[config.mk]
export PLATFORM = sky130hd
export DESIGN_NAME = slm_ram
export DESIGN_NICKNAME = d
export VERILOG_FILES = /design/src/rtl/slm_ram.sv
export SDC_FILE = /design/constraint.sdc
export NUM_CORES = 2
export LEC_CHECK = 0
export BUFFER_PORTS_ARGS = -buffer_cell sky130_fd_sc_hd__buf_4
export CAP_MARGIN = 30
export CORE_MARGIN = 4
export CORE_UTILIZATION = 40
export DETAILED_ROUTE_END_ITERATION = 8
export GPL_ROUTABILITY_DRIVEN = 0
export PLACE_DENSITY = 0.66
export SETUP_SLACK_MARGIN = 0.4
export SLEW_MARGIN = 20
export SYNTH_ARGS = -nofsm -noshare
export SYNTH_HDL_FRONTEND = slang
export SYNTH_SLANG_ARGS = --single-unit
[constraint.sdc]
create_clock -name aclk -period 11 [get_ports aclk]
set_clock_uncertainty 0.1 [all_clocks]
set_input_delay 1.65 -clock aclk [delete_from_list [all_inputs] [get_ports aclk]]
set_output_delay 1.65 -clock aclk [all_outputs]
set_load 0.1 [all_outputs]
[src/rtl/slm_ram.sv]
// Generic single-write, single-read synchronous RAM with a registered read.
// Standalone; used for the two point lists.
module slm_ram #(
    parameter int WIDTH  = 128,
    parameter int DEPTH  = 32,
    parameter int ADDR_W = (DEPTH > 1) ? $clog2(DEPTH) : 1
) (
    input  logic              aclk,
    input  logic              we,
    input  logic [ADDR_W-1:0] waddr,
    input  logic [WIDTH-1:0]  wdata,
    input  logic [ADDR_W-1:0] raddr,
    output logic [WIDTH-1:0]  rdata
);

    logic [WIDTH-1:0] mem [DEPTH];

    always_ff @(posedge aclk) begin
        if (we) begin
            mem[waddr] <= wdata;
        end
        rdata <= mem[raddr];
    end

endmodule

# Word-level counts from Yosys, hierarchy flattened
# Memories as Yosys holds them, arrays and structs flattened. A register that Yosys moved wholly into a read port is not among the register bits.
# Index checks and enable logic that the tools add are counted.
# word_totals
output_inout_bits,128
in_bits,140
regBits,0
ram_bits,4096
memories,1
# classes
n_mux,2
# memory_table
name,words,word_bits,read_ports,rd_clocked_by_memory_dff,write_ports,line,source
mem,32,128,1,1,1,16,logic [WIDTH-1:0] mem [DEPTH];
# ops
operator,count
$mux 1,2

# Depth between registers and ports, before layout
# logic_depth
depth_word,2
mapped_depth,9

# Worst setup path before layout
# No wires, ideal clock.
# synth_timing
kind,input port to flip-flop
from,in waddr[1]
to,"mem mem[12][0], enable pin"
setup_time_ns,0.617
path_stages,3
setup_slack_ns,2.652
arrival_time_ns,7.631
path_buffers,1
cell_sequence,or3b_2 > clkbuf_1 > nor2_1
# synth_lines
element,line,source
from (decl),10,"input logic [ADDR_W-1:0] waddr,"
to (decl),16,
# Straight into the memory's write port.

# Final worst setup path
# layout_timing
from,in waddr[1]
to,"mem mem[29][35], enable pin"
# Straight into the memory's write port.

==> out/results.ini <==
[logic_synthesis]
yosys.area.top_type = edfxtp_1
synthCells = 6440
synth_top_flop_cell = edfxtp_1
synth_area_um2 = 155000
ys_seq_elements = 4224
synth_edf_count = 4096
yosysTopAreaCellShare_pct = 79.2
yosys-top-cells-count = edfxtp_1 (4096), mux4_2 (956), o22ai_1 (444)
synth_seq_area_share_pct = 80.9
async_reset_ff_share_pct = 0
synth.net_count = 6580
yosysWarnings = 0
synth_area_leaders = edfxtp_1 (79%), mux4_2 (14%), o22ai_1 (1.8%), dfxtp_1 (1.7%), mux2i_1 (0.88%)
ys_types = 28
synth_area_per_cell_um2 = 24.1
yosysMostFrequentCell = edfxtp_1

[clocking]
cts.sinks = 4224
cts-buffers-inserted = 411
clkTransAtPathRegs_ps = 60
hold_buffers = 0
cts-htree-levels = 5
post_cts_resized = 0
tritoncts = done
cts-root-buf = clkbuf_16
clockBufferDepth = 4
cts_setup_buffers = 0
clk-insertion-delay-late_ps = 960

[sta]
setup-violations-final = 0
period_needed_ps = 4510
hold_slack_ps = 553
period_share_pct = 41.0
maxSlewHeadroom_pct = 24.6
grt_setup_unrepaired = false
setup_tns_ps = 0
hold_viol_final = 0
worst_slack_ps = 6490
worst_pin_slew_ps = 1130
slew_violations = 0
fmax_mhz = 222

[setup_path]
cp_slowest_cell = nor2_4
startpoint = waddr[1]
crit_top_cell = buf_4
cp.required_ps = 11430
critPathCaptureType = register
r2r-start = mem[11][85]
r2r_end = rdata[85]
worstSetupStartpointType = input port
crit_type = in -> reg
r2r_slack_ps = 9160
worstRegToRegCells = 3
path_cells = buf_4, nand3b_1, nor2_4, buf_4, buf_4
crit_path_max_incr_delay_ps = 930
critPathArrivalTime_ps = 4940
path_max_fanout = 46

[job]
cap_viol_max_count = 0

[grt]
grt_pass1_vias = 74200
antenna_found_initial = 55
grt_remaining_overflow = 0
grt_pass1_wl_um = 557000
grt_start_max_net_pins = 137
gr-usage-all-layers_pct = 19.3

[detailed_routing]
via_count = 72400
antenna_left = 0
drt_iter0_markers = 8776
wl_per_cell_um = 31.3
viasPerCell = 5.80
drc = 0
drt_first_pass_iters = 5
wirelength_um = 390000

[floorplan]
die_w_um = 631
die_area_um2 = 398000
fp.coreArea_um2 = 386000
rows = 228
ios = 268
initial_core_util_pct = 40.2
dieHeight_um = 631

[worst_hold_path]
hp-start = mem[30][123]
hold_path.class = reg -> reg
hold-path-cell-count = 3
min_to = rdata[123]

[pwr]
p_leak_uw = 0.0550
power_density_nw_per_um2 = 190
ir_worst_vdd_mv = 0.129
power_uw = 33800

[placement]
portBuffers = 267
placed_area_um2 = 164000
place_ws_ps = 5530
hpwl_um = 201000

[finish]
fillers = 31000
fin_area_um2 = 178000
syn_to_final_growth_pct = 14.4
layout-drive-gt1-share_pct = 28.1
fin_nets = 7086

[status]
outcome = finished, final reports clean

[where the power goes]
group | leakage (uW) | internal (uW) | switching, uW
clock network | 0.00654 | 7920 | 5950
registers | 0.0380 | 17900 | 126
logic | 0.0105 | 597 | 1330
total | 0.0550 | 26400 | 7410
[per-stage QoR]
stage                     std cells  utilization (%)
after floorplan                6440                -
final                         12500             46.0
after detailed placement      11700             42.5
after CTS                     12500             46.0
after global placement        11700             42.4
after global routing          12500             46.0
[cells in the final DEF, fill, tap and decap left out, drive strengths merged]
| master | n |
|---|---|
| clkinvlp | 4 |
| nor2b | 3 |
| mux4 | 956 |
| nor4 | 111 |
| and2 | 1 |
| a22oi | 102 |
| clkbuf | 516 |
| o22ai | 444 |
| diode | 17 |
| and3 | 1 |
| mux2i | 136 |
| nor3b | 1 |
| clkinv | 185 |
| or3b | 4 |
| nor2 | 36 |
| nand4 | 17 |
| nand2 | 4 |
| edfxtp | 4096 |
| dfxtp | 128 |
| nand3b | 6 |
| or3 | 2 |
| and3b | 1 |
| buf | 445 |
| inv | 20 |
| nand2b | 1 |
| or2 | 1 |
| nand3 | 37 |
| bufinv | 35 |
[layout make-up]
type | count | area, um^2 | area share (%)
repair buffers | 445 | 4100 | 2.31
flip-flops and latches | 4224 | 126000 | 70.7
clock inverters | 244 | 2310 | 1.30
multi-input cells | 1864 | 28100 | 15.8
clock buffers | 516 | 11000 | 6.19
well taps | 5175 | 6470 | 3.65
diodes | 17 | 42.5 | 0.0240
[kinds of logic after synthesis]
family	share of synthesized area [%]
AOI/OAI and AO/OA	2.28
buffers and inverters	1.26
DFF	80.9
muxes	14.7
and+or+nand+nor	0.832
[critical path, delay by kind of cell]
| family | cells | cell delay [ps] |
|---|---|---|
| buffers and inverters | 3 | 1580 |
| and+or+nand+nor | 2 | 1580 |
[flip-flops by register name, summed over array words and instances (netlist names)]
signal  cells
rdata     128
mem      4096
[layer usage]
layer / up-vias / track usage, % / part of all wire (%)
li1: 29100 / - / -
met1: 39300 / 25.9 / 39
met2: 3259 / 32.4 / 50
met3: 685 / 3.39 / 8.1
met4: 38 / 5.86 / 3.1
met5: - / 0 / 0.054
[how the worst max path moves through the flow]
stage	to	slack, ps	cells after the start
2_1_floorplan	mem[12][0]	2650	3
3_3_place_gp	rdata[14]	5580	7
3_5_place_dp	rdata[14]	5530	7
4_1_cts	mem[29][30]	6560	5
5_1_grt	rdata[69]	6400	6
6_report	mem[29][35]	6490	5
Power figures use the tool's default switching activity.
