[config.mk]
export PLATFORM = sky130hd
export DESIGN_NAME = slm_ctrl
export DESIGN_NICKNAME = d
export VERILOG_FILES = /design/src/rtl/slm_pkg.sv /design/src/rtl/slm_ctrl.sv
export SDC_FILE = /design/constraint.sdc
export NUM_CORES = 1
export LEC_CHECK = 0
export BUFFER_PORTS_ARGS = -buffer_cell sky130_fd_sc_hd__buf_2
export CAP_MARGIN = 20
export CORE_AREA = 4 4 311 313
export CTS_CLUSTER_DIAMETER = 60
export DETAILED_ROUTE_END_ITERATION = 8
export DIE_AREA = 0 0 315 317
export PLACE_DENSITY = 0.37
export SLEW_MARGIN = 0
export SYNTH_ARGS = -nofsm -noshare
export SYNTH_HDL_FRONTEND = slang
export SYNTH_SLANG_ARGS = --single-unit
[constraint.sdc]
create_clock -name aclk -period 13.1 [get_ports aclk]
set_input_delay 3.275 -clock aclk [delete_from_list [all_inputs] [get_ports aclk]]
set_output_delay 3.275 -clock aclk [all_outputs]
set_load 0.02 [all_outputs]
[src/rtl/slm_pkg.sv]
// Package for the sorted list merge block: sizes, request and status codes,
// and the point and memory request types. No dependencies.
package slm_pkg;

    localparam int LIST_DEPTH = 32;
    localparam int KEY_W      = 64;
    localparam int VALUE_W    = 64;
    localparam int POINT_W    = KEY_W + VALUE_W;
    localparam int CNT_W      = $clog2(LIST_DEPTH + 1);
    localparam int IDX_W      = (LIST_DEPTH > 1) ? $clog2(LIST_DEPTH) : 1;
    localparam int REQ_W      = 2;
    localparam int STATUS_W   = 2;

    localparam logic [REQ_W-1:0] REQ_LOAD_A = 2'd0;
    localparam logic [REQ_W-1:0] REQ_LOAD_B = 2'd1;
    localparam logic [REQ_W-1:0] REQ_MERGE  = 2'd2;

    localparam logic [STATUS_W-1:0] ST_POINT = 2'd0;
    localparam logic [STATUS_W-1:0] ST_FULL  = 2'd1;
    localparam logic [STATUS_W-1:0] ST_EMPTY = 2'd2;

    typedef struct packed {
        logic [VALUE_W-1:0] value;
        logic [KEY_W-1:0]   key;
    } point_t;

    typedef struct packed {
        logic             we;
        logic [IDX_W-1:0] waddr;
        logic [IDX_W-1:0] raddr;
        point_t           wdata;
    } ram_req_t;

    typedef enum logic {
        S_IDLE,
        S_MERGE
    } state_t;

endpackage

[src/rtl/slm_ctrl.sv]
// Load and merge sequencer: list counts, read indices and the output register.
// Depends on slm_pkg; drives the two list memories through ram_req_t.
module slm_ctrl import slm_pkg::*; (
    input  logic                aclk,
    input  logic                aresetn,
    input  logic                s_tvalid,
    output logic                s_tready,
    input  logic [POINT_W-1:0]  s_tdata,   // point_key, point_value
    input  logic [REQ_W-1:0]    s_tuser,   // req_type
    output logic                m_tvalid,
    input  logic                m_tready,
    output logic [POINT_W-1:0]  m_tdata,   // out_key, out_value
    output logic                m_tlast,
    output logic [STATUS_W-1:0] m_tuser,   // status
    input  point_t              rd_a,
    input  point_t              rd_b,
    output ram_req_t            req_a,
    output ram_req_t            req_b
);

    state_t             state_reg, state_next;
    logic [CNT_W-1:0]   cnt_a_reg, cnt_a_next, cnt_b_reg, cnt_b_next;
    logic [CNT_W-1:0]   idx_a_reg, idx_a_next, idx_b_reg, idx_b_next;
    logic               mv_reg, mv_next;
    point_t             md_reg, md_next;
    logic               ml_reg, ml_next;
    logic [STATUS_W-1:0] ms_reg, ms_next;

    logic   out_free, accept, a_left, b_left, take_a, last_pt, both_empty;
    point_t in_pt;

    assign out_free   = !mv_reg || m_tready;
    assign s_tready   = (state_reg == S_IDLE) && out_free;
    assign accept     = s_tvalid && s_tready;
    assign in_pt      = point_t'(s_tdata);
    assign a_left     = idx_a_reg < cnt_a_reg;
    assign b_left     = idx_b_reg < cnt_b_reg;
    assign take_a     = a_left && (!b_left || (rd_a.key <= rd_b.key));
    assign last_pt    = take_a ? ((idx_a_reg + 1'b1 == cnt_a_reg) && !b_left)
                               : ((idx_b_reg + 1'b1 == cnt_b_reg) && !a_left);
    assign both_empty = (cnt_a_reg == '0) && (cnt_b_reg == '0);

    always_comb begin
        state_next = state_reg;
        unique case (state_reg)
            S_IDLE: begin
                if (accept && (s_tuser == REQ_MERGE) && !both_empty) begin
                    state_next = S_MERGE;
                end
            end
            S_MERGE: begin
                if (out_free && last_pt) begin
                    state_next = S_IDLE;
                end
            end
            default: state_next = S_IDLE;
        endcase
    end

    always_comb begin
        cnt_a_next  = cnt_a_reg;
        cnt_b_next  = cnt_b_reg;
        idx_a_next  = idx_a_reg;
        idx_b_next  = idx_b_reg;
        mv_next     = mv_reg && !m_tready;
        md_next     = md_reg;
        ml_next     = ml_reg;
        ms_next     = ms_reg;
        req_a.we    = 1'b0;
        req_b.we    = 1'b0;
        req_a.waddr = cnt_a_reg[IDX_W-1:0];
        req_b.waddr = cnt_b_reg[IDX_W-1:0];
        req_a.wdata = in_pt;
        req_b.wdata = in_pt;
        unique case (state_reg)
            S_IDLE: begin
                if (accept) begin
                    unique case (s_tuser)
                        REQ_LOAD_A: begin
                            if (cnt_a_reg == CNT_W'(LIST_DEPTH)) begin
                                mv_next = 1'b1;
                                md_next = '0;
                                ml_next = 1'b1;
                                ms_next = ST_FULL;
                            end else begin
                                req_a.we   = 1'b1;
                                cnt_a_next = cnt_a_reg + 1'b1;
                            end
                        end
                        REQ_LOAD_B: begin
                            if (cnt_b_reg == CNT_W'(LIST_DEPTH)) begin
                                mv_next = 1'b1;
                                md_next = '0;
                                ml_next = 1'b1;
                                ms_next = ST_FULL;
                            end else begin
                                req_b.we   = 1'b1;
                                cnt_b_next = cnt_b_reg + 1'b1;
                            end
                        end
                        REQ_MERGE: begin
                            if (both_empty) begin
                                mv_next = 1'b1;
                                md_next = '0;
                                ml_next = 1'b1;
                                ms_next = ST_EMPTY;
                            end
                        end
                        default: begin
                        end
                    endcase
                end
            end
            S_MERGE: begin
                if (out_free) begin
                    mv_next = 1'b1;
                    md_next = take_a ? rd_a : rd_b;
                    ml_next = last_pt;
                    ms_next = ST_POINT;
                    if (take_a) begin
                        idx_a_next = idx_a_reg + 1'b1;
                    end else begin
                        idx_b_next = idx_b_reg + 1'b1;
                    end
                    if (last_pt) begin
                        cnt_a_next = '0;
                        cnt_b_next = '0;
                        idx_a_next = '0;
                        idx_b_next = '0;
                    end
                end
            end
            default: begin
            end
        endcase
        // The memories read the next head every cycle, so the data is ready next cycle.
        req_a.raddr = idx_a_next[IDX_W-1:0];
        req_b.raddr = idx_b_next[IDX_W-1:0];
    end

    always_ff @(posedge aclk) begin
        if (!aresetn) begin
            state_reg <= S_IDLE;
            cnt_a_reg <= '0;
            cnt_b_reg <= '0;
            idx_a_reg <= '0;
            idx_b_reg <= '0;
            mv_reg    <= 1'b0;
        end else begin
            state_reg <= state_next;
            cnt_a_reg <= cnt_a_next;
            cnt_b_reg <= cnt_b_next;
            idx_a_reg <= idx_a_next;
            idx_b_reg <= idx_b_next;
            mv_reg    <= mv_next;
        end
        md_reg <= md_next;
        ml_reg <= ml_next;
        ms_reg <= ms_next;
    end

    assign m_tvalid = mv_reg;
    assign m_tdata  = md_reg;
    assign m_tlast  = ml_reg;
    assign m_tuser  = ms_reg;

`ifndef ASSERT_OFF
    a_cnt_range: assert property (@(posedge aclk) disable iff (!aresetn)
        (cnt_a_reg <= CNT_W'(LIST_DEPTH)) && (cnt_b_reg <= CNT_W'(LIST_DEPTH)))
        else $error("list count beyond depth");
    a_idx_range: assert property (@(posedge aclk) disable iff (!aresetn)
        (idx_a_reg <= cnt_a_reg) && (idx_b_reg <= cnt_b_reg))
        else $error("merge index beyond list count");
    a_ready_idle: assert property (@(posedge aclk) disable iff (!aresetn)
        s_tready |-> (state_reg == S_IDLE))
        else $error("input taken during a merge");
    a_clear_after: assert property (@(posedge aclk) disable iff (!aresetn)
        (state_reg == S_MERGE && out_free && last_pt)
        |=> (cnt_a_reg == '0) && (cnt_b_reg == '0) && m_tvalid && m_tlast)
        else $error("lists not cleared after the last merged point");
`endif

endmodule

=== Word level (Yosys, flattened, before mapping) ===
Cells that the tools add are included.

* Bits of input ports: 390
* Output and inout port bits: 411
* Bits in latches: 0
* Flip-flop bits (word level): 157
* Bits in read-only memories: 0
* Logic and storage cells: 123
* Memories: 0
* RAM bits: 0

* Div/mod/pow operators: 0
* Shift-type cells: 0
* Order comparisons: 3
* Multipliers: 0
* Bitwise logic cells: 1
* Reduce and logical (&&, ||, !) cells: 26
* Add/subtract/negate cells: 4
* Multiplexer cells: 59
* Equality and inequality tests: 18

{| class="wikitable"
|+ Operator list
! kind !! count
|-
| $mux W128 || 6
|-
| $pmux W128 S3 || 1
|-
| $pmux W128 S2 || 1
|-
| $mux W6 || 12
|-
| $le A64 B64 Y1 || 1
|-
| $add A6 B1 Y6 const B || 4
|-
| $pmux W6 S2 || 2
|-
| $mux W1 || 21
|-
| $mux W5 || 4
|-
| $eq A6 B6 Y1 || 2
|-
| $eq A6 B6 Y1 const B || 2
|-
| $logic_not A6 Y1 || 2
|-
| $lt A6 B6 Y1 || 2
|-
| $logic_and A1 B1 Y1 || 10
|-
| $mux W2 || 5
|-
| $ne A2 B1 Y1 const B || 5
|-
| $reduce_and A5 Y1 || 2
|-
| $ne A3 B3 Y1 const B || 3
|-
| $ne A2 B2 Y1 const B || 3
|-
| $pmux W1 S2 || 3
|-
| $pmux W1 S3 || 2
|-
| $pmux W2 S3 || 1
|-
| $reduce_and A3 Y1 || 2
|-
| $reduce_and A6 Y1 || 1
|-
| other kinds (9) || 14
|}

=== Longest topological paths before layout ===
Gate-level depths: netlist of run 1.

* Word-level depth: 8
* Mapped depth: 13
* Mapped depth without buffers: 11

=== Least setup slack after synthesis of run 1 ===
No wires, ideal clock.

* Path kind: input port to flip-flop
* From: input port s_tuser[1]
* To: register md_reg (netlist bit m_tdata[0]), enable pin
* Stages on the path: 6
* Required time: 12478 ps
* Library setup time: 622 ps
* Setup slack: 3188 ps
* Buffers on the path: 0
* Arrival time: 9290 ps
* Cells stage by stage: inv_1 -> ha_1 -> a21boi_0 -> nor2_1 -> a31oi_1 -> nor2_1

* Longest elaborated chain between the ends: 3
* Elaborated cells between the ends (all ways): 8
* Those cells by class: 6 x eq/ne; 2 x reduce/logical

{| class="wikitable"
|+ Ends and longest elaborated chain
! what !! RTL line !! RTL
|-
| from (decl) || slm_ctrl.sv:9 || <nowiki>input logic [REQ_W-1:0] s_tuser,</nowiki>
|-
| $eq A2 B2 Y1 (tied with other cells) || slm_ctrl.sv:78 || <nowiki>unique case (s_tuser)</nowiki>
|-
| $ne A4 B1 Y1 (no line) or $ne A3 B3 Y1 (tied branches) || n/a ||
|-
| $reduce_and A6 Y1 (no line) (*) || n/a ||
|-
| to (signal assigned) || slm_ctrl.sv:157 || <nowiki>md_reg <= md_next;</nowiki>
|-
| to (decl) || slm_ctrl.sv:25 || <nowiki>point_t md_reg, md_next;</nowiki>
|}

Mark *: on every way between the ends. The rest lies on a longest branch, timed or not.
A chain may end at the register's enable or synchronous reset.

==> qor.csv, run 1 <==
stage,metric,value,unit
yosys,"area leader, netlist",edfxtp_1,
floorplan,io pins,801,
routing,Via density,3.522,
critical_path,register-to-register setup slack,9.19,ns
clock_tree,Post-CTS Setup Repair Bufs,0,
yosys,Mapped Nets,1819,
clock_tree,CTS clock-pin slew for the worst setup and hold paths,0.08,ns
sta,fmax,96.89,MHz
sta,# setup viols final,0,
yosys,"flops & latches, synth",157,
yosys,post-synth cell types,66,
clock_tree,CTS Root Cell,clkbuf_16,
grt,GRT Overall Usage,11.36,%
yosys,number of synthesized flops with an enable pin,131,
routing,WL final,59.43,mm
sta,RSZ-0062 raised after global routing,false,
critical_path,crit path launch type,primary input,
pwr,PD cells,96.11,nW/um^2
clock_tree,TritonCTS clock tree,built,
floorplan,Placeable Area,94300,sq um
routing,DR iter-0 viols,588,
job,max_cap viols,0,
routing,wire length per cell,21.66,um
grt,Overflow after GRT,0,
finish,number of flip-flops in the largest register,128,
finish,Layout area overhead,16.56,%
clock_tree,cts repair resizes,0,
clock_tree,worst skew pair latency,0.51,ns
finish,fillers,10810,
hold_path,worst hold path startpoint,cnt_a_reg[5],
placed_design,routability congestion estimate from global placement,0.9136,
yosys,register area share after synthesis,37.22,%
sta,Final Hold Fails,0,
clock_tree,total number of H-tree levels,4,
critical_path,Worst R2R End,m_tdata[37],
routing,first-pass iteration count of the detailed router,5,
grt,vias in the first global route,9684,
critical_path,WP data arrival,7.05,ns
finish,FF+latch area,4458,sq um
sta,Worst Hold Slack,0.5683,ns
critical_path,Worst Path Required,9.82,ns
routing,Vias,9660,
yosys,Post-synth ARST share,0,%
critical_path,CP Class,in2out,
critical_path,FF-to-FF path depth,10,
placed_design,Buffers on Ports,416,
critical_path,CP max FO,45,
sta,Final Max Slew Viols,0,
routing,DRC,0,
hold_path,Hold Path End,cnt_a_reg[5],
clock_tree,CTS Buf Count,17,
floorplan,Die W,315,um
finish,fraction of layout cells with a size suffix above 1,32.14,%
placed_design,DP HPWL,49.87,mm
floorplan,Die Area,99860,sq um
yosys,Yosys top cell area share,32.87,%
yosys,Synth area leaders,"edfxtp_1 33%, buf_4 17%, nand2_1 9.3%, ha_1 9.0%, a21boi_1 8.0%",
grt,first-pass GRT wire length,78.52,mm
floorplan,Initial Utilization,12.69,%
yosys,Post-Syn Area per Cell,8.910,sq um
floorplan,Die H,317,um
critical_path,element type at the critical path end,primary output,
sta,final period utilization,78.79,%
hold_path,Worst Hold Class,reg2reg,
clock_tree,clk buf depth,2,
sta,Slew HR,38.25,%
pwr,static leakage,0.005881,uW
yosys,Yosys warnings,0,
yosys,Cells after Synth,1343,
sta,min Tclk post-route,10.32,ns
routing,Post-DRT Antenna Nets,0,
finish,Multi-input gate area,4870,sq um
sta,slew at the pin with the worst max-slew slack,0.9263,ns
sta,skew final,0.03860,ns
yosys,Post-synth top flop,edfxtp_1,
pwr,highest ir drop seen on vdd,0.08017,mV
floorplan,num rows,113,
clock_tree,CTS sink cnt,157,
yosys,Syn Std Cell Area,11970,sq um
grt,antenna violations before repair,4,
grt,largest net degree at the start of global routing,87,
finish,nets,1941,
sta,Post-Route Setup TNS,0,ns
clock_tree,cts hold-fix bufs,0,
run_status,status,finished clean,
finish,ant diodes,0,
critical_path,reg2reg start,cnt_a_reg[1],
hold_path,hold depth,1,
cells by family (layout without fill, tap and decap cells):
| logic type | after synthesis | in the layout | share of synthesized area (%) |
|---|---|---|---|
| muxes | 4 | 4 | 0.3659 |
| and+or+nand+nor | 417 | 417 | 14.83 |
| adders and majority gates | 86 | 86 | 8.992 |
| buffers and inverters | 408 | 543 | 22.19 |
| DFF | 157 | 157 | 37.22 |
| AOI/OAI and AO/OA | 254 | 254 | 15.10 |
| xor gates and xnor gates | 17 | 17 | 1.307 |
synthesized netlist by cell type, types with 3 or more instances:
| library cell | n |
|---|---|
| nand2_1 | 295 |
| buf_4 | 268 |
| edfxtp_1 | 131 |
| a21boi_1 | 127 |
| ha_1 | 86 |
| inv_1 | 85 |
| a21oi_1 | 41 |
| nor2_1 | 37 |
| clkbuf_1 | 26 |
| dfxtp_1 | 26 |
| nand3_1 | 21 |
| o21ai_0 | 17 |
| buf_2 | 16 |
| buf_6 | 13 |
| nand4_1 | 13 |
| nor3_1 | 13 |
| xnor2_1 | 11 |
| o21ai_1 | 8 |
| nand2b_1 | 6 |
| nor2b_1 | 6 |
| a21o_1 | 5 |
| a31oi_1 | 5 |
| nor4_1 | 5 |
| o21a_1 | 5 |
| xor2_1 | 5 |
| a211oi_1 | 4 |
| a21boi_0 | 4 |
| a221oi_1 | 4 |
| a32o_1 | 4 |
| o211ai_1 | 4 |
| and2_1 | 3 |
| mux2_2 | 3 |
| nand3b_1 | 3 |
| o21ai_4 | 3 |
where the power goes:
group	internal [uW]	total [uW]	switching, uW
registers	567	576	9.24
clock network	264	517	254
logic	86.3	247	161
worst max-delay path, stage by stage:
cell	delay [ns]
buf_2	0.10
inv_1	0.04
ha_1	0.34
nand4_1	0.25
nor3_1	0.25
and4_1	0.53
nand3_1	0.25
a2bb2oi_1	0.24
a21oi_2	0.39
nor2_4	0.05
buf_4	0.32
o32ai_1	0.70
buf_2	0.29
worst max path at each step:
stage | start | end | slack (ns) | cells past startpoint
floorplan | s_tuser[1] | m_tdata[0] | 3.19 | 6
global placement | rd_b[47] | req_b[130] | 2.41 | 13
detailed placement | rd_b[47] | req_b[130] | 2.46 | 13
CTS | rd_b[47] | req_b[130] | 2.45 | 13
global route | rd_b[47] | req_b[130] | 2.46 | 13
finish | rd_b[47] | req_b[130] | 2.78 | 13
cell type report:
cell class	count	area share, %
Inverter	85	2.287
Timing Repair Buffer	426	15.46
Clock inverter	15	0.9778
Clock buffer	17	3.050
Tap cell	1265	11.35
Sequential cell	157	31.96
Multi-Input combinational cell	778	34.91
routing by layer:
metal,share of wire [%],GRT usage (%)
met4,2.9,4.007
met3,15,7.351
met5,0.037,0.1934
met1,31,9.951
met2,52,20.83
cells in the final DEF (no fill, tap or decap), types with 6 or more instances in the layout:
cell type,count
xnor2_1,11
nand2b_1,6
buf_4,10
o21ai_1,8
nor2_1,36
dfxtp_1,25
a21oi_1,41
inv_1,85
nand4_1,13
nor2b_1,6
o21ai_0,17
edfxtp_1,131
clkbuf_16,17
buf_2,416
nand2_1,295
a21boi_1,127
ha_1,86
nand3_1,21
nor3_1,13
stage by stage:
step                      power, uW  setup WS, ns  cells  util [%]  instance area [sq um]
after global routing           1421         2.463   2743     14.79                  13950
final                          1341         2.779   2743     14.79                  13950
after detailed placement      840.7         2.463   2711     14.20                  13390
after floorplan               841.2         3.188   1343         -                  11970
after CTS                      1383         2.449   2743     14.79                  13950
after global placement        841.7         2.409   2711     14.20                  13390
No activity file was read; power rests on OpenSTA's default activity.
==> inputs of run 2 (changes only) <==
- ABC_AREA: default -> 1
- CORE_AREA: 4 4 311 313 -> 4 4 310 312
- DIE_AREA: 0 0 315 317 -> 0 0 314 316
- PLACE_DENSITY: 0.37 -> 0.38
- clock period: 13.1 -> 9.4 ns (I/O delays scaled with it)
==> run 2 against run 1 <==
Clock-buffer cell count grew 1. Sequential power is 50% higher. Utilization decreased by 0.18 points. Highest routed layer is now met4. Largest power group unchanged. Setup slack got worse by 1.1 ns. Synthesized cell count increased by 2.6%. Power rose by 75%.
==> qor.csv, run 2 <==
stage,metric,value,unit,change
placed_design,Place WS,1.475,ns,-0.9878 ns
critical_path,Crit path max-delay family,simple AND/OR/NAND/NOR gates,,
sta,Slew HR,32.41,%,-5.8 points
critical_path,slowest library cell on the worst path,nor4_2,,
sta,Final Hold Fails,0,,unchanged
finish,"commonest non-fill, non-tap cell in the layout",buf_2,,
placed_design,routability congestion estimate from global placement,0.7900,,-14%
critical_path,CP Cell Sequence,buf_2 > inv_1 > ha_1 > nand2_1 > nor2_1 > nand2_1 > nor4_2 > nand2_1 > o21a_1 > nand2_2 > nand2_8 > inv_2 > nand3_1 > nand2_1 > nand3_1 > nand2_1 > buf_2,,
yosys,Post-Syn Area per Cell,8.335,sq um,-6.5%
placed_design,dpl cells,2738,,+1.0%
sta,# setup viols final,0,,unchanged
yosys,Post-synth ARST share,0,%,unchanged
critical_path,CP max FO,73,,+62%
sta,slew at the pin with the worst max-slew slack,1.014,ns,+0.08763 ns
hold_path,Worst Hold Class,reg2reg,,
floorplan,Die H,316,um,-0.32%
yosys,mux cell area share after synthesis,0,%,-0.37 points
floorplan,Initial Utilization,12.34,%,-0.35 points
routing,Vias,9452,,-2.2%
yosys,Synth area leaders,"edfxtp_1 34%, buf_4 17%, ha_1 9.4%, o21ai_0 6.4%, nor2_1 5.9%",,
grt,largest net degree at the start of global routing,123,,+41%
finish,nets,1979,,+2.0%
floorplan,Die Area,99220,sq um,-0.63%
yosys,Yosys warnings,0,,unchanged
floorplan,Die W,314,um,-0.32%
critical_path,crit path buf inv count,4,,unchanged
grt,first-pass GRT wire length,75.36,mm,-4.0%
yosys,register area share after synthesis,38.78,%,+1.6 points
grt,Overflow after GRT,0,,unchanged
placed_design,DP HPWL,47.39,mm,-5.0%
sta,min Tclk post-route,7.673,ns,
routing,DR iter-0 viols,447,,-24%
finish,Layout area overhead,18.33,%,
yosys,post-synthesis compound-gate area fraction,13.44,%,-1.7 points
sta,skew final,0.01844,ns,-0.02017 ns
clock_tree,clk buf depth,2,,unchanged
clock_tree,CTS sink cnt,157,,unchanged
finish,"commonest non-fill, non-tap cells in the layout","416 x buf_2, 181 x nor2_1, 153 x nand2_1",,
clock_tree,Post-CTS Setup Repair Bufs,0,,unchanged
critical_path,CP max stage delay,0.44,ns,-0.26 ns
yosys,Simple-Gate Fraction of Synth Area,14.35,%,-0.48 points
critical_path,CP Class,in2out,,
pwr,static leakage,0.005918,uW,+0.63%
critical_path,critical path's most frequent cell,nand2_1,,
run_status,status,finished clean,,
yosys,Cells after Synth,1378,,+2.6%
yosys,post-synth cell types,44,,-33%
yosys,Post-synth top cells,"267 x buf_4, 181 x nor2_1, 153 x nand2_1",,
sta,Final Max Slew Viols,0,,unchanged
routing,wire length per cell,20.43,um,-5.7%
yosys,Syn Std Cell Area,11490,sq um,-4.0%
finish,"Cell Count, Final, Fillers Out",2771,,+1.0%
critical_path,element type at the critical path end,primary output,,
floorplan,num rows,112,,-0.88%
yosys,Adder-Cell Fraction of Synth Area,9.368,%,+0.38 points
critical_path,Worst Path Required,7.05,ns,-2.77 ns
critical_path,WP data arrival,5.32,ns,-1.73 ns
floorplan,Placeable Area,93050,sq um,-1.3%
finish,number of flip-flops in the largest register,128,,unchanged
placed_design,Buffers on Ports,416,,unchanged
job,max_cap viols,0,,unchanged
critical_path,crit path launch type,primary input,,
finish,final core utilization,14.61,%,-0.18 points
yosys,number of synthesized flops with an enable pin,131,,unchanged
clock_tree,CTS Buf Count,17,,unchanged
yosys,"flops & latches, synth",157,,unchanged
yosys,largest family of logic cells by synthesized area,buffers and inverters,,
yosys,Mapped Nets,1854,,+1.9%
routing,Post-DRT Antenna Nets,0,,unchanged
grt,vias in the first global route,9413,,-2.8%
yosys,"area leader, netlist",edfxtp_1,,
clock_tree,total number of H-tree levels,4,,unchanged
clock_tree,CTS clock-pin slew for the worst setup and hold paths,0.07,ns,about the same
clock_tree,cts repair resizes,0,,unchanged
pwr,total power,2350,uW,+75%
sta,final worst slack,1.727,ns,-1.052 ns
finish,fraction of layout cells with a size suffix above 1,31.46,%,-0.67 points
pwr,highest ir drop seen on vdd,0.09987,mV,+25%
grt,GRT Overall Usage,10.89,%,-0.47 points
sta,fmax,130.3,MHz,
yosys,Post-synth top flop,edfxtp_1,,
sta,RSZ-0062 raised after global routing,false,,
pwr,PD cells,172.9,nW/um^2,+80%
routing,first-pass iteration count of the detailed router,4,,-1
clock_tree,TritonCTS clock tree,built,,
floorplan,io pins,801,,unchanged
clock_tree,worst skew pair latency,0.49,ns,-0.02 ns
routing,WL final,56.61,mm,-4.7%
sta,Post-Route Setup TNS,0,ns,unchanged
grt,antenna violations before repair,4,,unchanged
sta,final period utilization,81.62,%,
clock_tree,CTS Root Cell,clkbuf_16,,
routing,Via density,3.411,,-3.1%
yosys,most numerous cell in the Yosys netlist,buf_4,,
yosys,Yosys top cell area share,34.25,%,+1.4 points
yosys,xor/xnor share of the synthesized area,0.9804,%,-0.33 points
routing,DRC,0,,unchanged
clock_tree,cts hold-fix bufs,0,,unchanged
==> run 2: final timing paths <==
kind              slack [ns]  depth (start not counted)           end    startpoint
setup / recovery        1.73                         17    req_a[128]      rd_b[31]
hold / removal          0.54                          2  idx_a_reg[4]  idx_a_reg[4]
setup reg to reg        4.81                         14   m_tdata[12]  cnt_b_reg[3]
hold reg to reg         0.54                          2  idx_a_reg[4]  idx_a_reg[4]
==> run 2: worst min-delay path, delay by kind of cell (launching register included) <==
kind	cells	cell delay [ns]
AOI/OAI and AO/OA	1	0.06
DFF	1	0.34
and+or+nand+nor	1	0.09
==> run 2: power breakdown <==
part / total (uW) / leakage (uW) / internal (uW) / switching [uW]
registers: 864 / 0.00144 / 839 / 25.2
clock network: 738 / 0.000290 / 382 / 355
logic: 749 / 0.00418 / 199 / 549
==> run 2: cells by family (layout without fill, tap and decap cells) <==
| group | Yosys count | after routing |
|---|---|---|
| buffers and inverters | 429 | 567 |
| and+or+nand+nor | 398 | 398 |
| AOI/OAI and AO/OA | 296 | 296 |
| DFF | 157 | 157 |
| adders and majority gates | 86 | 86 |
| xor gates and xnor gates | 12 | 12 |
| other | 0 | 1 |
==> run 2: layer usage <==
metal  track usage [%]  vias up  wire (um)
li1                  -     4585          -
met2             20.69      558      30790
met4             3.722        0       1325
met3             6.351       49       7219
met5                 0        -          0
met1             9.460     4260      17270
==> run 2: final cells by class <==
class / instances / area, sq um
fillers: 10810 / 79460
flip-flops and latches: 157 / 4458
multi-input cells: 792 / 4408
repair buffers: 422 / 2140
well taps: 1254 / 1569
clock buffers: 18 / 439.2
inverters: 113 / 424.2
clock inverters: 14 / 151.4
diodes: 1 / 2.502
==> run 2: metrics by stage <==
step                area (sq um)  hold WS (ns)
finish                     13590        0.5386
global route               13590        0.5774
CTS                        13590        0.5312
detailed placement         13000        0.5197
global placement           13000        0.5310
floorplan                  11500        0.4841
==> inputs of run 3 (changes only) <==
- clock period: 9.4 -> 6.85 ns (I/O delays scaled with it)
==> run 3 against run 2 <==
Flip-flop and latch count stayed put. First-iteration DRC count is 16% higher. Critical endpoint is now req_b[131]. Final cell count is 0.22% higher. Global-route usage is 0.20 points lower. Sequential power is 39% higher. Combinational power is 36% higher. Sequential share of layout area is 0.13 points lower. Via count is 0.31% lower. Power is 37% higher. Non-clock buffer count is 4 higher. Die area stayed put. Critical path type unchanged.
==> qor.csv, run 3 (synthesis results as in run 2) <==
stage,metric,value,unit,change
finish,"commonest non-fill, non-tap cell in the layout",buf_2,,
floorplan,Placeable Area,93050,sq um,unchanged
finish,"Cell Count, Final, Fillers Out",2777,,+0.22%
critical_path,Worst Path Required,5.14,ns,-1.91 ns
clock_tree,CTS sink cnt,157,,unchanged
critical_path,reg2reg start,cnt_b_reg[3],,
sta,skew final,0.01572,ns,-0.002715 ns
placed_design,Buffers on Ports,416,,unchanged
critical_path,element type at the critical path end,primary output,,
finish,post-route cell area,13640,sq um,+0.39%
floorplan,Die H,316,um,unchanged
grt,vias in the first global route,9289,,-1.3%
grt,largest net degree at the start of global routing,123,,unchanged
critical_path,crit path launch type,primary input,,
routing,DRC,0,,unchanged
clock_tree,TritonCTS clock tree,built,,
critical_path,CP max FO,7,,-90%
clock_tree,CTS Buf Count,17,,unchanged
clock_tree,Post-CTS Setup Repair Bufs,0,,unchanged
placed_design,placed cell areas,13060,sq um,+0.44%
routing,Via density,3.393,,-0.52%
sta,final period utilization,91.63,%,
run_status,status,finished clean,,
finish,number of flip-flops in the largest register,128,,unchanged
routing,wire length per cell,20.09,um,-1.7%
critical_path,Worst R2R End,m_tdata[15],,
grt,GR peak layer,met2,,
clock_tree,worst skew pair latency,0.48,ns,about the same
pwr,highest ir drop seen on vdd,0.1879,mV,+88%
grt,met2 Use GR,20.39,%,-0.30 points
sta,slew at the pin with the worst max-slew slack,0.9666,ns,-0.04732 ns
clock_tree,cts hold-fix bufs,0,,unchanged
critical_path,CP Capture Point,req_b[131],,
grt,GRT Overall Usage,10.68,%,-0.20 points
finish,"commonest non-fill, non-tap cells in the layout","416 x buf_2, 179 x nor2_1, 152 x nand2_1",,
clock_tree,total number of H-tree levels,4,,unchanged
hold_path,Worst Hold Class,reg2reg,,
grt,first-pass GRT wire length,74.26,mm,-1.5%
finish,fillers,10790,,-0.23%
finish,Layout area overhead,18.79,%,
clock_tree,CTS Root Cell,clkbuf_16,,
routing,Vias,9423,,-0.31%
job,max_cap viols,0,,unchanged
floorplan,num rows,112,,unchanged
placed_design,dpl cells,2742,,+0.15%
clock_tree,clk buf depth,2,,unchanged
placed_design,routability congestion estimate from global placement,0.8101,,+2.5%
routing,first-pass iteration count of the detailed router,5,,+1
grt,Overflow after GRT,0,,unchanged
sta,Final Hold Fails,0,,unchanged
sta,min Tclk post-route,6.277,ns,
finish,nets,1983,,+0.20%
sta,Final Max Slew Viols,0,,unchanged
pwr,PD cells,235.3,nW/um^2,+36%
critical_path,CP Class,in2out,,
floorplan,Initial Utilization,12.34,%,unchanged
critical_path,FF-to-FF path depth,13,,-1
clock_tree,cts repair resizes,0,,unchanged
floorplan,Die Area,99220,sq um,unchanged
sta,fmax,159.3,MHz,
critical_path,Crit. Startpoint,rd_b[7],,
routing,Post-DRT Antenna Nets,0,,unchanged
floorplan,Die W,314,um,unchanged
grt,GR met1 Demand/Resource,9.060,%,-0.40 points
pwr,total power,3211,uW,+37%
sta,RSZ-0062 raised after global routing,false,,
grt,met3 usage,6.299,%,-0.052 points
sta,Slew HR,35.56,%,+3.2 points
grt,antenna violations before repair,5,,+1
critical_path,register-to-register setup slack,3.30,ns,-1.51 ns
placed_design,DP HPWL,47.08,mm,-0.66%
pwr,static leakage,0.005932,uW,+0.25%
finish,fraction of layout cells with a size suffix above 1,31.84,%,+0.38 points
routing,DR iter-0 viols,520,,+16%
clock_tree,CTS clock-pin slew for the worst setup and hold paths,0.07,ns,about the same
sta,# setup viols final,0,,unchanged
critical_path,WP data arrival,4.56,ns,-0.76 ns
floorplan,io pins,801,,unchanged
routing,WL final,55.79,mm,-1.4%
-- run 3: cell count changes in the layout (fill, tap and decap cells not counted), moves of 2 or more --
cell        before  now
nor2_1         181  179
clkinvlp_4       0    2
inv_6            4    6
buf_4            5    9
clkinv_4         3    0
diode_2          1    3
nor2_4           0    2
-- run 3: worst min path at each step --
stage	endpoint	startpoint	slack (ns)	cells after the start
2_1_floorplan	idx_a_reg[4]	idx_a_reg[4]	0.48	2
6_report	idx_a_reg[5]	idx_a_reg[5]	0.54	2
4_1_cts	idx_a_reg[5]	idx_a_reg[5]	0.54	2
3_3_place_gp	idx_a_reg[5]	idx_a_reg[5]	0.53	2
3_5_place_dp	idx_a_reg[5]	idx_a_reg[5]	0.53	2
5_1_grt	idx_a_reg[5]	idx_a_reg[5]	0.57	2
-- run 3: area by class of cell --
type / count / area (sq um) / share of cell area, %
repair buffers: 426 / 2170 / 15.90
clock buffers: 20 / 456.7 / 3.347
multi-input cells: 792 / 4436 / 32.51
flip-flops and latches: 157 / 4458 / 32.67
clock inverters: 12 / 123.9 / 0.9078
well taps: 1254 / 1569 / 11.50
diodes: 3 / 7.507 / 0.05502
inverters: 113 / 424.2 / 3.109
-- run 3: power breakdown --
group          switching, uW  total [uW]  internal [uW]
registers               44.6        1200           1150
clock network            465         994            530
logic                    739        1020            282
total                   1250        3210           1960
-- run 3: metal layers --
| layer | vias to the layer above | wire, um |
|---|---|---|
| met5 | - | 0 |
| met4 | 0 | 1598 |
| met3 | 53 | 7225 |
| met2 | 604 | 30400 |
| met1 | 4167 | 16570 |
| li1 | 4599 | - |
-- run 3: critical path, cell delays in order --
cell     delay, ns
buf_2         0.08
inv_1         0.04
ha_1          0.29
nand2_1       0.07
nor2_1        0.30
nand4_1       0.22
nor2_1        0.34
nand2_1       0.09
o21a_1        0.18
nand2_2       0.18
nand3_2       0.16
nand2_1       0.17
nand2_1       0.08
inv_2         0.15
nand2_1       0.09
nand2_1       0.18
buf_2         0.21
-- run 3: per-stage QoR --
stage	hold WS [ns]	setup slack (ns)	util (%)	TNS, ns
6_report	0.5403	0.5731	14.66	0
4_1_cts	0.5410	0.4068	14.66	0
3_3_place_gp	0.5304	0.4266	14.03	0
2_1_floorplan	0.4841	-0.2957	-	-38.73
5_1_grt	0.5670	0.3069	14.66	0
3_5_place_dp	0.5318	0.4163	14.03	0
